--- config.mk ---
export PLATFORM = sky130hd
export DESIGN_NAME = sample_mean_stddev_stderr
export DESIGN_NICKNAME = d
export VERILOG_FILES = /design/src/rtl/core/smsd_pkg.sv /design/src/rtl/core/smsd_alu.sv /design/src/rtl/core/smsd_accum.sv /design/src/rtl/core/smsd_seq.sv /design/src/rtl/core/sample_mean_stddev_stderr.sv
export VERILOG_INCLUDE_DIRS = /design/src /design/src/rtl/core
export SDC_FILE = /design/constraint.sdc
export NUM_CORES = 2
export LEC_CHECK = 0
export ABC_AREA = 1
export ABC_CLOCK_PERIOD_IN_PS = 10550
export BUFFER_PORTS_ARGS = -buffer_cell sky130_fd_sc_hd__buf_2
export CAP_MARGIN = 40
export CORE_MARGIN = 2
export CORE_UTILIZATION = 60
export CTS_BUF_LIST = sky130_fd_sc_hd__clkbuf_8
export CTS_CLUSTER_DIAMETER = 150
export DETAILED_ROUTE_END_ITERATION = 6
export HOLD_SLACK_MARGIN = 0.1
export PLACE_DENSITY = 0.8
export SYNTH_ARGS = -nofsm -noshare
export SYNTH_HDL_FRONTEND = slang
export SYNTH_SLANG_ARGS = --single-unit
--- constraint.sdc ---
create_clock -name clk -period 10.55 [get_ports clk]
set_clock_uncertainty 0.05 [all_clocks]
set_input_delay 1.5825 -clock clk [delete_from_list [all_inputs] [get_ports clk]]
set_output_delay 1.5825 -clock clk [all_outputs]
set_load 0.01 [all_outputs]
--- src/rtl/core/sample_mean_stddev_stderr_assert.svh ---
// assertion macros for the sample statistics block
// both macros sample on clk and are switched off while rst_n is low
`ifndef SAMPLE_MEAN_STDDEV_STDERR_ASSERT_SVH
`define SAMPLE_MEAN_STDDEV_STDERR_ASSERT_SVH

// same-cycle implication
`define SMSD_CHECK(lbl, ante, cons, msg) \
  lbl: assert property (@(posedge clk) disable iff (!rst_n) (ante) |-> (cons)) \
    else $error(msg);

// next-cycle implication
`define SMSD_CHECK_NEXT(lbl, ante, cons, msg) \
  lbl: assert property (@(posedge clk) disable iff (!rst_n) (ante) |=> (cons)) \
    else $error(msg);

`endif

--- src/rtl/core/smsd_pkg.sv ---
// shared types and fixed widths of the sample statistics block
// no dependencies
`default_nettype none

package smsd_pkg;

  localparam int SAMPLE_BITS = 16;
  localparam int MAX_SAMPLES = 65536;
  localparam int CNT_W       = 17;
  localparam int SUM_W       = 33;
  localparam int SQ_W        = 47;
  localparam int PROD_W      = 2 * SAMPLE_BITS - 1;
  localparam int MAG_W       = 32;
  localparam int ALU_W       = 64;
  localparam int NUM_W       = 63;
  localparam int D1_W        = 32;
  localparam int D2_W        = 48;
  localparam int OUT_W       = 16;
  localparam int IT_W        = 7;
  localparam int DIV_STEPS   = ALU_W;
  localparam int SQRT_STEPS  = ALU_W / 2;

  typedef struct packed {
    logic [CNT_W-1:0]        cnt;
    logic signed [SUM_W-1:0] sum;
    logic [SQ_W-1:0]         sq;
  } stats_t;

  typedef struct packed {
    logic [ALU_W-1:0] a;
    logic [ALU_W-1:0] b;
    logic             sub;
  } alu_req_t;

  typedef struct packed {
    logic [ALU_W-1:0] y;
    logic             carry;
  } alu_rsp_t;

  typedef struct packed {
    logic [OUT_W-1:0] mean;
    logic [OUT_W-1:0] std_dev;
    logic [OUT_W-1:0] std_err;
    logic [CNT_W-1:0] count;
  } result_t;

  typedef struct packed {
    logic start;
    logic slot_free;
  } seq_ctrl_t;

  typedef struct packed {
    logic idle;
    logic done;
    logic clr;
  } seq_stat_t;

endpackage

`default_nettype wire

--- src/rtl/core/smsd_alu.sv ---
// shared 64-bit add / subtract unit used by every arithmetic step of the sequencer
// depends on smsd_pkg
`default_nettype none

module smsd_alu
  import smsd_pkg::*;
(
  input  alu_req_t req,
  output alu_rsp_t rsp
);

  logic [ALU_W:0] res;

  // for a subtract the top bit is the borrow
  always_comb begin
    if (req.sub) begin
      res = {1'b0, req.a} - {1'b0, req.b};
    end else begin
      res = {1'b0, req.a} + {1'b0, req.b};
    end
  end

  assign rsp.y     = res[ALU_W-1:0];
  assign rsp.carry = res[ALU_W];

endmodule

`default_nettype wire

--- src/rtl/core/smsd_accum.sv ---
// count, sum and sum of squares of the current data set, one sample a cycle while upd is high
// depends on smsd_pkg
`default_nettype none

module smsd_accum
  import smsd_pkg::*;
(
  input  logic                          clk,
  input  logic                          rst_n,
  input  logic                          upd,
  input  logic                          clr,
  input  logic signed [SAMPLE_BITS-1:0] sample,
  output stats_t                        stats
);

  logic [CNT_W-1:0]          cnt_r, cnt_nxt;
  logic signed [SUM_W-1:0]   sum_r, sum_nxt;
  logic [SQ_W-1:0]           sq_r, sq_nxt;
  logic signed [2*SAMPLE_BITS-1:0] sq_prod;

  assign sq_prod = sample * sample;

  always_comb begin
    cnt_nxt = cnt_r;
    sum_nxt = sum_r;
    sq_nxt  = sq_r;
    if (clr) begin
      cnt_nxt = '0;
      sum_nxt = '0;
      sq_nxt  = '0;
    end else if (upd) begin
      cnt_nxt = cnt_r + 1'b1;
      sum_nxt = sum_r + SUM_W'(sample);
      // square is never negative, its top bit is always clear
      sq_nxt  = sq_r + SQ_W'(sq_prod[PROD_W-1:0]);
    end
  end

  always_ff @(posedge clk) begin
    if (!rst_n) begin
      cnt_r <= '0;
      sum_r <= '0;
      sq_r  <= '0;
    end else begin
      cnt_r <= cnt_nxt;
      sum_r <= sum_nxt;
      sq_r  <= sq_nxt;
    end
  end

  assign stats.cnt = cnt_r;
  assign stats.sum = sum_r;
  assign stats.sq  = sq_r;

endmodule

`default_nettype wire

--- src/rtl/core/smsd_seq.sv ---
// sequencer for the end of a set: mean, variance terms, two divides, two roots
// drives the shared add / subtract unit; depends on smsd_pkg
`default_nettype none

module smsd_seq
  import smsd_pkg::*;
(
  input  logic      clk,
  input  logic      rst_n,
  input  seq_ctrl_t ctrl,
  input  stats_t    stats,
  input  alu_rsp_t  alu_rsp,
  output alu_req_t  alu_req,
  output seq_stat_t stat,
  output result_t   result
);

  localparam logic [3:0] S_IDLE      = 4'd0;
  localparam logic [3:0] S_LOAD      = 4'd1;
  localparam logic [3:0] S_MEAN_PREP = 4'd2;
  localparam logic [3:0] S_MEAN_DIV  = 4'd3;
  localparam logic [3:0] S_NQ_MUL    = 4'd4;
  localparam logic [3:0] S_S2_MUL    = 4'd5;
  localparam logic [3:0] S_NUM_SUB   = 4'd6;
  localparam logic [3:0] S_D1_MUL    = 4'd7;
  localparam logic [3:0] S_D2_MUL    = 4'd8;
  localparam logic [3:0] S_VAR_PREP  = 4'd9;
  localparam logic [3:0] S_VAR_DIV   = 4'd10;
  localparam logic [3:0] S_SQ_A      = 4'd11;
  localparam logic [3:0] S_SQ_B      = 4'd12;
  localparam logic [3:0] S_SQ_C      = 4'd13;
  localparam logic [3:0] S_DONE      = 4'd14;

  localparam logic [OUT_W-1:0] MEAN_MIN = {1'b1, {(OUT_W-1){1'b0}}};
  localparam logic [OUT_W-1:0] MEAN_MAX = {1'b0, {(OUT_W-1){1'b1}}};

  logic [3:0]       state_r, state_nxt;
  logic [CNT_W-1:0] n_r, n_nxt;
  logic [MAG_W-1:0] abs_r, abs_nxt;
  logic             neg_r, neg_nxt;
  logic [SQ_W-1:0]  sq_r, sq_nxt;
  logic [ALU_W-1:0] acc_r, acc_nxt;
  logic [ALU_W-1:0] opa_r, opa_nxt;
  logic [ALU_W-1:0] opb_r, opb_nxt;
  logic [ALU_W-1:0] tmp_r, tmp_nxt;
  logic [IT_W-1:0]  it_r, it_nxt;
  logic             pass_r, pass_nxt;
  logic             flag_r, flag_nxt;
  logic [NUM_W-1:0] num_r, num_nxt;
  logic [D1_W-1:0]  d1_r, d1_nxt;
  logic [D2_W-1:0]  d2_r, d2_nxt;
  logic [OUT_W-1:0] mean_r, mean_nxt;
  logic [OUT_W-1:0] sd_r, sd_nxt;
  logic [OUT_W-1:0] se_r, se_nxt;

  logic [ALU_W-1:0] rem_sh;
  logic [ALU_W-1:0] quo;
  logic [ALU_W-1:0] den;
  logic [CNT_W-1:0] n_dec;
  logic             last_it;

  function automatic logic [OUT_W-1:0] sat_out(input logic [ALU_W-1:0] v);
    return (|v[ALU_W-1:OUT_W]) ? '1 : v[OUT_W-1:0];
  endfunction

  // restoring divide: remainder in acc, dividend shifting out of opa as quotient shifts in
  assign rem_sh  = {acc_r[ALU_W-2:0], opa_r[ALU_W-1]};
  assign quo     = {opa_r[ALU_W-2:0], ~alu_rsp.carry};
  assign den     = pass_r ? ALU_W'(d2_r) : ALU_W'(d1_r);
  assign n_dec   = n_r - 1'b1;
  assign last_it = (it_r == IT_W'(1));

  always_comb begin
    state_nxt   = state_r;
    n_nxt       = n_r;
    abs_nxt     = abs_r;
    neg_nxt     = neg_r;
    sq_nxt      = sq_r;
    acc_nxt     = acc_r;
    opa_nxt     = opa_r;
    opb_nxt     = opb_r;
    tmp_nxt     = tmp_r;
    it_nxt      = it_r;
    pass_nxt    = pass_r;
    flag_nxt    = flag_r;
    num_nxt     = num_r;
    d1_nxt      = d1_r;
    d2_nxt      = d2_r;
    mean_nxt    = mean_r;
    sd_nxt      = sd_r;
    se_nxt      = se_r;
    alu_req.a   = '0;
    alu_req.b   = '0;
    alu_req.sub = 1'b0;

    case (state_r)
      S_IDLE: begin
        if (ctrl.start) begin
          state_nxt = S_LOAD;
        end
      end

      S_LOAD: begin
        n_nxt     = stats.cnt;
        neg_nxt   = stats.sum[SUM_W-1];
        abs_nxt   = stats.sum[SUM_W-1] ? MAG_W'(-stats.sum) : MAG_W'(stats.sum);
        sq_nxt    = stats.sq;
        state_nxt = S_MEAN_PREP;
      end

      // mean rounds as (2|S| + n) / 2n
      S_MEAN_PREP: begin
        alu_req.a = ALU_W'({abs_r, 1'b0});
        alu_req.b = ALU_W'(n_r);
        opa_nxt   = alu_rsp.y;
        opb_nxt   = ALU_W'({n_r, 1'b0});
        acc_nxt   = '0;
        it_nxt    = IT_W'(DIV_STEPS);
        state_nxt = S_MEAN_DIV;
      end

      S_MEAN_DIV, S_VAR_DIV: begin
        alu_req.a   = rem_sh;
        alu_req.b   = opb_r;
        alu_req.sub = 1'b1;
        acc_nxt     = alu_rsp.carry ? rem_sh : alu_rsp.y;
        opa_nxt     = quo;
        it_nxt      = it_r - 1'b1;
        if (last_it) begin
          if (state_r == S_MEAN_DIV) begin
            if (neg_r) begin
              mean_nxt = (|quo[ALU_W-1:OUT_W-1]) ? MEAN_MIN : -quo[OUT_W-1:0];
            end else begin
              mean_nxt = (|quo[ALU_W-1:OUT_W-1]) ? MEAN_MAX : quo[OUT_W-1:0];
            end
            if (n_r <= CNT_W'(1)) begin
              sd_nxt    = '0;
              se_nxt    = '0;
              state_nxt = S_DONE;
            end else begin
              acc_nxt   = '0;
              opa_nxt   = ALU_W'(sq_r);
              opb_nxt   = ALU_W'(n_r);
              it_nxt    = IT_W'(CNT_W);
              state_nxt = S_NQ_MUL;
            end
          end else begin
            // root of the rounded quotient, one result bit per pass through S_SQ_A, S_SQ_B and S_SQ_C
            opa_nxt   = quo;
            acc_nxt   = '0;
            opb_nxt   = ALU_W'(1) << (ALU_W - 2);
            it_nxt    = IT_W'(SQRT_STEPS);
            state_nxt = S_SQ_A;
          end
        end
      end

      // shift-and-add multiply, multiplier bits taken lsb first from opb
      S_NQ_MUL, S_S2_MUL, S_D1_MUL, S_D2_MUL: begin
        alu_req.a = acc_r;
        alu_req.b = opb_r[0] ? opa_r : '0;
        acc_nxt   = alu_rsp.y;
        opa_nxt   = opa_r << 1;
        opb_nxt   = opb_r >> 1;
        it_nxt    = it_r - 1'b1;
        if (last_it) begin
          case (state_r)
            S_NQ_MUL: begin
              num_nxt   = alu_rsp.y[NUM_W-1:0];
              acc_nxt   = '0;
              opa_nxt   = ALU_W'(abs_r);
              opb_nxt   = ALU_W'(abs_r);
              it_nxt    = IT_W'(MAG_W);
              state_nxt = S_S2_MUL;
            end
            S_S2_MUL: begin
              state_nxt = S_NUM_SUB;
            end
            S_D1_MUL: begin
              d1_nxt    = alu_rsp.y[D1_W-1:0];
              acc_nxt   = '0;
              opa_nxt   = alu_rsp.y;
              opb_nxt   = ALU_W'(n_r);
              it_nxt    = IT_W'(CNT_W);
              state_nxt = S_D2_MUL;
            end
            default: begin
              d2_nxt    = alu_rsp.y[D2_W-1:0];
              pass_nxt  = 1'b0;
              state_nxt = S_VAR_PREP;
            end
          endcase
        end
      end

      // n*SQ - S*S, clamped at zero
      S_NUM_SUB: begin
        alu_req.a   = ALU_W'(num_r);
        alu_req.b   = acc_r;
        alu_req.sub = 1'b1;
        num_nxt     = alu_rsp.carry ? '0 : alu_rsp.y[NUM_W-1:0];
        acc_nxt     = '0;
        opa_nxt     = ALU_W'(n_r);
        opb_nxt     = ALU_W'(n_dec);
        it_nxt      = IT_W'(CNT_W);
        state_nxt   = S_D1_MUL;
      end

      // rounded divide as (2*num + den) / 2*den
      S_VAR_PREP: begin
        alu_req.a = {num_r, 1'b0};
        alu_req.b = den;
        opa_nxt   = alu_rsp.y;
        opb_nxt   = den << 1;
        acc_nxt   = '0;
        it_nxt    = IT_W'(DIV_STEPS);
        state_nxt = S_VAR_DIV;
      end

      S_SQ_A: begin
        alu_req.a = acc_r;
        alu_req.b = opb_r;
        tmp_nxt   = alu_rsp.y;
        state_nxt = S_SQ_B;
      end

      S_SQ_B: begin
        alu_req.a   = opa_r;
        alu_req.b   = tmp_r;
        alu_req.sub = 1'b1;
        flag_nxt    = ~alu_rsp.carry;
        if (!alu_rsp.carry) begin
          opa_nxt = alu_rsp.y;
        end
        state_nxt = S_SQ_C;
      end

      S_SQ_C: begin
        alu_req.a = acc_r >> 1;
        alu_req.b = flag_r ? opb_r : '0;
        acc_nxt   = alu_rsp.y;
        opb_nxt   = opb_r >> 2;
        it_nxt    = it_r - 1'b1;
        if (last_it) begin
          if (!pass_r) begin
            sd_nxt    = sat_out(alu_rsp.y);
            pass_nxt  = 1'b1;
            state_nxt = S_VAR_PREP;
          end else begin
            se_nxt    = sat_out(alu_rsp.y);
            state_nxt = S_DONE;
          end
        end else begin
          state_nxt = S_SQ_A;
        end
      end

      S_DONE: begin
        if (ctrl.slot_free) begin
          state_nxt = S_IDLE;
        end
      end

      default: begin
        state_nxt = S_IDLE;
      end
    endcase
  end

  always_ff @(posedge clk) begin
    if (!rst_n) begin
      state_r <= S_IDLE;
    end else begin
      state_r <= state_nxt;
    end
  end

  always_ff @(posedge clk) begin
    n_r    <= n_nxt;
    abs_r  <= abs_nxt;
    neg_r  <= neg_nxt;
    sq_r   <= sq_nxt;
    acc_r  <= acc_nxt;
    opa_r  <= opa_nxt;
    opb_r  <= opb_nxt;
    tmp_r  <= tmp_nxt;
    it_r   <= it_nxt;
    pass_r <= pass_nxt;
    flag_r <= flag_nxt;
    num_r  <= num_nxt;
    d1_r   <= d1_nxt;
    d2_r   <= d2_nxt;
    mean_r <= mean_nxt;
    sd_r   <= sd_nxt;
    se_r   <= se_nxt;
  end

  assign stat.idle = (state_r == S_IDLE);
  assign stat.done = (state_r == S_DONE);
  assign stat.clr  = (state_r == S_LOAD);

  assign result.mean    = mean_r;
  assign result.std_dev = sd_r;
  assign result.std_err = se_r;
  assign result.count   = n_r;

endmodule

`default_nettype wire

--- src/rtl/core/sample_mean_stddev_stderr.sv ---
// top level of the streaming mean / standard deviation / standard error block
// depends on smsd_pkg, smsd_alu, smsd_accum, smsd_seq and the assertion macro header
//
//  channel  | handshake               | payload
//  ---------+-------------------------+-----------------------------------------------
//  in       | in_valid / in_ready     | in_sample (Q8.8 signed), in_last
//  out      | out_valid / out_ready   | out_mean, out_std_dev, out_std_err,
//           |                         | out_sample_count
//
// a beat that does not end a set leaves in_ready high, so such beats are taken back to back
// a beat that ends a set (last, or the 65536th sample) holds in_ready low while the sequencer
// runs on the shared 64-bit adder: 64-step divides, shift-add multiplies and root steps;
// in_ready also stays low while the output register is still full
// rst_n is synchronous and clears the accumulators, the sequencer and out_valid
// the output register lets the next set accumulate while a result waits for out_ready
`default_nettype none
`include "sample_mean_stddev_stderr_assert.svh"

module sample_mean_stddev_stderr
  import smsd_pkg::*;
(
  input  logic                          clk,
  input  logic                          rst_n,
  input  logic                          in_valid,
  output logic                          in_ready,
  input  logic signed [SAMPLE_BITS-1:0] in_sample,
  input  logic                          in_last,
  output logic                          out_valid,
  input  logic                          out_ready,
  output logic signed [OUT_W-1:0]       out_mean,
  output logic [OUT_W-1:0]              out_std_dev,
  output logic [OUT_W-1:0]              out_std_err,
  output logic [CNT_W-1:0]              out_sample_count
);

  stats_t    stats;
  alu_req_t  alu_req;
  alu_rsp_t  alu_rsp;
  seq_ctrl_t ctrl;
  seq_stat_t stat;
  result_t   result;

  logic    in_beat;
  logic    end_beat;
  logic    single_set;
  logic    out_valid_r, out_valid_nxt;
  result_t out_r, out_nxt;

  assign in_beat  = in_valid && in_ready;
  // the beat that brings the count to the limit closes the set as well
  assign end_beat = in_last || (stats.cnt == CNT_W'(MAX_SAMPLES - 1));
  assign in_ready = stat.idle;

  assign ctrl.start     = in_beat && end_beat;
  assign ctrl.slot_free = !out_valid_r || out_ready;

  smsd_alu u_alu (
    .req (alu_req),
    .rsp (alu_rsp)
  );

  smsd_accum u_accum (
    .clk    (clk),
    .rst_n  (rst_n),
    .upd    (in_beat),
    .clr    (stat.clr),
    .sample (in_sample),
    .stats  (stats)
  );

  smsd_seq u_seq (
    .clk     (clk),
    .rst_n   (rst_n),
    .ctrl    (ctrl),
    .stats   (stats),
    .alu_rsp (alu_rsp),
    .alu_req (alu_req),
    .stat    (stat),
    .result  (result)
  );

  always_comb begin
    out_valid_nxt = out_valid_r;
    out_nxt       = out_r;
    if (stat.done && ctrl.slot_free) begin
      out_valid_nxt = 1'b1;
      out_nxt       = result;
    end else if (out_ready) begin
      out_valid_nxt = 1'b0;
    end
  end

  always_ff @(posedge clk) begin
    if (!rst_n) begin
      out_valid_r <= 1'b0;
    end else begin
      out_valid_r <= out_valid_nxt;
    end
  end

  always_ff @(posedge clk) begin
    out_r <= out_nxt;
  end

  assign out_valid        = out_valid_r;
  assign out_mean         = out_r.mean;
  assign out_std_dev      = out_r.std_dev;
  assign out_std_err      = out_r.std_err;
  assign out_sample_count = out_r.count;

  assign single_set = out_valid && (out_sample_count == CNT_W'(1));

  `SMSD_CHECK_NEXT(a_busy_after_end, in_beat && end_beat, !in_ready, "ready after end beat")
  `SMSD_CHECK(a_err_le_dev, out_valid, out_std_err <= out_std_dev, "std_err above std_dev")
  `SMSD_CHECK(a_single_zero, single_set, (out_std_dev | out_std_err) == '0, "single spread")
  `SMSD_CHECK(a_count_nonzero, out_valid, out_sample_count != '0, "result with zero count")

endmodule

`default_nettype wire
Word level (Yosys, flattened, before mapping)
Index checks and enable logic that the tools add are counted.

Flip-flop bits (word level): 720. Input port bits: 21. Output and inout port bits: 67. Logic and storage cells: 170.

$add $sub $neg: 9. Multiply operators: 1. Magnitude comparators: 1. Equal/unequal tests: 29. Multiplexer cells: 66. Bitwise operators: 3. Reductions and logical operators: 35.

Operator list (number): 2-to-1 mux 64 bit (17); one-hot mux 128 bit (8 select lines) (1); one-hot mux 64 bit (6 select lines) (1); one-hot mux 64 bit (5 select lines) (1); one-hot mux 64 bit (4 select lines) (1); one-hot mux 63 bit (2 select lines) (2); 2-to-1 mux 63 bit (3); 2-to-1 mux 16 bit (11); one-hot mux 64 bit (2 select lines) (1); adder 64 x 64 -> 65 bit (1); 2-to-1 mux 65 bit (1); subtractor 64 x 64 -> 65 bit (1); one-hot mux 16 bit (2 select lines) (2); OR reduction 49 bit (1); 2-to-1 mux 48 bit (1); OR reduction 48 bit (1); adder 47 x 31 -> 47 bit (1); one-hot mux 4 bit (11 select lines) (1); one-hot mux 7 bit (5 select lines) (1); adder 33 x 16 -> 33 bit (1); 2-to-1 mux 32 bit (1); negation 32 bit (1); multiplier 16 x 16 -> 31 bit (1); equality test 4 bit, second input constant (7); 36 further kinds (84).

Longest topological paths before layout
Depth after elaboration: 10. Depth in mapped cells: 45. Depth with buffers taken out: 42.

Cells and area by module
Synthesis repeated with hierarchy kept, for this count alone.

Cell total of the unflattened synthesis: 7956. Area, all modules: 58693.8 um^2.

By module, submodules not included: smsd_seq (instances 1, cells each 3428, area each 30654.4 um^2, sequential area each 16656.0 um^2); smsd_accum (instances 1, cells each 2603, area each 17631.9 um^2, sequential area each 1941.9 um^2); smsd_alu (instances 1, cells each 1838, area each 8331.7 um^2, sequential area each 0.0 um^2); sample_mean_stddev_stderr (instances 1, cells each 87, area each 2075.7 um^2, sequential area each 1971.9 um^2).

Least setup slack after synthesis
OpenSTA, ideal clock, no wires.

Path type: reg2reg. Start: register u_seq.state_r[0]. End: register u_seq.opa_r[0], enable pin. Setup time: 521 ps. Arrival time: 9238 ps. Required time: 9979 ps. Setup slack: 741 ps. Cell stages (with the launch flop): 22. Period minus slack after synthesis: 9809 ps. Cell sequence: dfxtp_1 nand2_1 nor2_1 nor2_1 inv_1 a211oi_1 ha_1 fa_1 inv_1 nand3_1 nand2_1 nand2_1 nand2_1 nand2_1 nand2_1 nand4_1 nand3_1 a21oi_1 nand3_2 nand2_4 buf_2 a32oi_1.

Word-level cells in the longest chain between the ends: 7. Elaborated cells between the ends (all ways): 24. Classes of those cells: add/sub: 2; eq/ne: 13; mux: 3; reduce/logical: 6.

RTL lines: start: declaration (RTL line smsd_seq.sv:37) `logic [3:0] state_r, state_nxt;`; start signal: assignment (RTL line smsd_seq.sv:274) `state_r <= state_nxt;`; equality test 4 x 3 -> 1 bit, or another cell as far along (RTL line smsd_seq.sv:96) `case (state_r)`; OR reduction 4 bit / OR reduction 2 bit (equally long branches); one-hot mux 128 bit (8 select lines) (RTL line smsd_seq.sv:96); adder 64 x 64 -> 65 bit / subtractor 64 x 64 -> 65 bit (equally long branches) (RTL line smsd_alu.sv:19, smsd_alu.sv:17); 2-to-1 mux 65 bit (RTL line smsd_alu.sv:16) `if (req.sub) begin`; inequality test 2 bit (no line); AND reduction 2 bit (no line) (*); end signal: assignment (RTL line smsd_seq.sv:284) `opa_r <= opa_nxt;`; end: declaration (RTL line smsd_seq.sv:43) `logic [ALU_W-1:0] opa_r, opa_nxt;`.

Every way passes the cells marked *; elsewhere a longest branch is shown, timed or not. A chain may end at the register's enable or synchronous reset.

Worst setup path in the final report
Start: input in_sample[1]. End: register u_accum.sq_r[33].

Word-level cells in the longest chain between the ends: 2.

RTL lines: start: declaration (RTL line sample_mean_stddev_stderr.sv:26) `input logic signed [SAMPLE_BITS-1:0] in_sample,`; multiplier 16 x 16 -> 31 bit (RTL line smsd_accum.sv:21) `assign sq_prod = sample * sample;`; adder 47 x 31 -> 47 bit (RTL line smsd_accum.sv:35) `sq_nxt = sq_r + SQ_W'(sq_prod[PROD_W-1:0]);`; end signal: assignment (RTL line smsd_accum.sv:47) `sq_r <= sq_nxt;`; end: declaration (RTL line smsd_accum.sv:18) `logic [SQ_W-1:0] sq_r, sq_nxt;`.

Every way passes these cells.

==> flow_summary.yaml <==
yosys:
  synth_cell_types: 64
  yosysWarnings: 0
  avgSynthCellArea_um2: 7.85
  syn-num-nets: 7599
  synth_seq_cells: 719
  netlist_instances: 7121
  yosys.area.top_type_share_pct: 33.1
  synthFlopType: "edfxtp_1"
  seq_area_frac_synth_pct: 36.8
  synth_top_area_cell: "edfxtp_1"
  synth_area_leaders: "edfxtp_1 33%, nand2_1 9.9%, inv_1 9.3%"
  synth_most_common_cell: "nand2_1"
  synthTopCellsByCount: "1,473 x nand2_1, 1,379 x inv_1, 702 x nor2_1"
  syn_area_um2: 55900
  async_flop_share_pct: 0
  synth_enable_flop_cells: 617
route:
  drt-initial-drc-count: 7650
  drtPass1Iterations: 7
  wl_per_cell_um: 24.5
  routed_wirelength_um: 208000
  viasPerCell: 6.21
  vias: 52857
  antenna_left: 0
  drc_errors: 51
clock_network:
  htree_levels: 3
  cts_hold_buf: 0
  clock-sinks: 719
  path_clk_slew_ps: 60
  cts_buffer_depth: 3
  cts_setup_buffers: 0
  clkLatencyLatePin_ps: 870
  cts_buffers: 118
  cts_tree: "yes"
  root_buffer: "clkbuf_8"
  cts-resized-gates: 0
global_routing:
  antenna_found_initial: 7
  grt_pass1_vias: 51253
  grt_max_degree: 68
  grt_pass1_wl_um: 309000
  grt.overflow.total: 0
  gr-usage-all-layers_pct: 43.2
worst_setup_path:
  cp-end-kind: "register"
  cp.required_ps: 11160
  path_buf_inv: 4
  r2r_setup_slack_ps: 1720
  max_stage_delay_ps: 650
  slowest_stage: "a21boi_0"
  cpLargestDelayFamily: "adder cells"
  critPathLaunchType: "input pin"
  crit_type: "input pin to register"
  worstPathArrival_ps: 9460
  crit_path_max_fanout: 18
placed_design:
  io_buffers: 87
  hpwl_um: 157000
  gp_congestion: 1.07
outcome:
  violations: "DRC"
  status: "finished, violations left"
floorplan:
  dieWidth_um: 309
  rows: 111
  io_pins: 88
  die_h_um: 309
  core_um2: 91900
  dieArea_um2: 95600
  start_util_pct: 60.8
timing:
  min_period_over_period_pct: 83.8
  finalSetupTns_ps: 0
  slew_headroom_pct: 32.9
  finalHoldViolations: 0
  drv_slew: 0
  worst_pin_slew_ps: 1000
  whs_ps: 297
  setup_violations: 0
  fmax_mhz: 113
  post-route-min-period_ps: 8840
  rsz0062_at_grt: "no"
cells_and_area:
  nNetsFinal: 7645
  area_growth_pct: 7.67
  drive_gt1_share_pct: 6.48
hold_path:
  hp-class: "register to register"
job:
  maxCapViolations: 0
## cell type report
class / count / area, um^2
repair buffers: 181 / 1280
fillers: 7907 / 31700
clock inverters: 87 / 633
well taps: 1243 / 1560
multi-input cells: 4739 / 29000
diodes: 4 / 10.0
clock buffers: 131 / 1800
inverters: 1408 / 5300
flip-flops and latches: 719 / 20600
## path summary, 6_finish.rpt
check / end / cells after the start / from
max: u_accum.sq_r[33] / 32 / in_sample[1]
min: out_std_dev[1] / 0 / u_seq.sd_r[1]
max reg2reg: u_seq.acc_r[26] / 28 / u_seq.state_r[0]
min reg2reg: out_std_dev[1] / 0 / u_seq.sd_r[1]
## routing by layer
metal  track usage (%)  share of wire (%)  vias to the layer above  wire (um)
met5                 0              0.024                        -         50
met3              13.3                 14                      853      28500
li1                  -                  -                    23520          -
met2              67.2                 44                     3914      90800
met1              54.0                 36                    24564      75700
met4              23.4                6.4                        6      13300
## cells by family (layout without fill, tap and decap cells)
logic type | count (synthesis) | after routing | synth area share, %
flip-flops | 719 | 719 | 36.8
AND/OR/NAND/NOR | 2678 | 2678 | 19.6
adder cells (fa/ha/maj) | 457 | 457 | 13.3
XOR/XNOR | 232 | 232 | 3.63
buffers and inverters | 1663 | 1807 | 11.5
AO/OA/AOI/OAI | 1372 | 1372 | 15.2
other | 0 | 4 | 0
## layout by cell type (no fill, tap or decap), types with 16 or more instances in the layout
master	count
o211ai_1	70
nor2_4	17
a221oi_1	34
xnor2_1	45
edfxtp_1	617
o22ai_2	30
o2111ai_1	28
dfxtp_1	102
o21a_1	18
inv_1	1406
fa_1	229
o21ai_1	27
xor2_1	187
nor4_1	16
clkinv_1	28
nor2_1	685
nand4_1	66
clkinv_2	22
ha_1	228
nor3_1	92
a22oi_1	29
a31oi_1	39
buf_4	80
o21ai_0	359
clkbuf_8	131
o221ai_1	61
o22ai_1	174
buf_2	89
a21o_1	20
nand3_1	269
o21bai_1	39
nand2_1	1470
inv_2	19
a21oi_1	380
## sequential cells by signal, summed over array words and instances, names as in the netlist, 16 cells and up
register          count
out_std_err          16
u_accum.cnt_r        17
u_seq.opa_r          64
u_seq.mean_r         16
u_seq.sd_r           16
u_seq.acc_r          64
out_mean             16
out_sample_count     17
u_seq.d2_r           48
u_seq.n_r            17
u_seq.se_r           16
u_seq.abs_r          32
u_seq.d1_r           32
u_seq.num_r          63
u_accum.sq_r         47
out_std_dev          16
u_seq.sq_r           47
u_seq.opb_r          63
u_accum.sum_r        33
u_seq.tmp_r          64
## per-stage QoR
stage / cell area [um^2] / worst slack, ps / std cells / util (%)
floorplan: 55900 / 741 / 7121 / -
global placement: 57500 / 1090 / 8275 / 62.6
detailed placement: 57700 / 919 / 8288 / 62.8
CTS: 60100 / 1740 / 8506 / 65.4
global route: 60200 / 1030 / 8509 / 65.5
finish: 60200 / 1710 / 8512 / 65.5
Power is not shown: default switching activity piles up to over one toggle a cycle in this logic, so the estimate is an artifact.
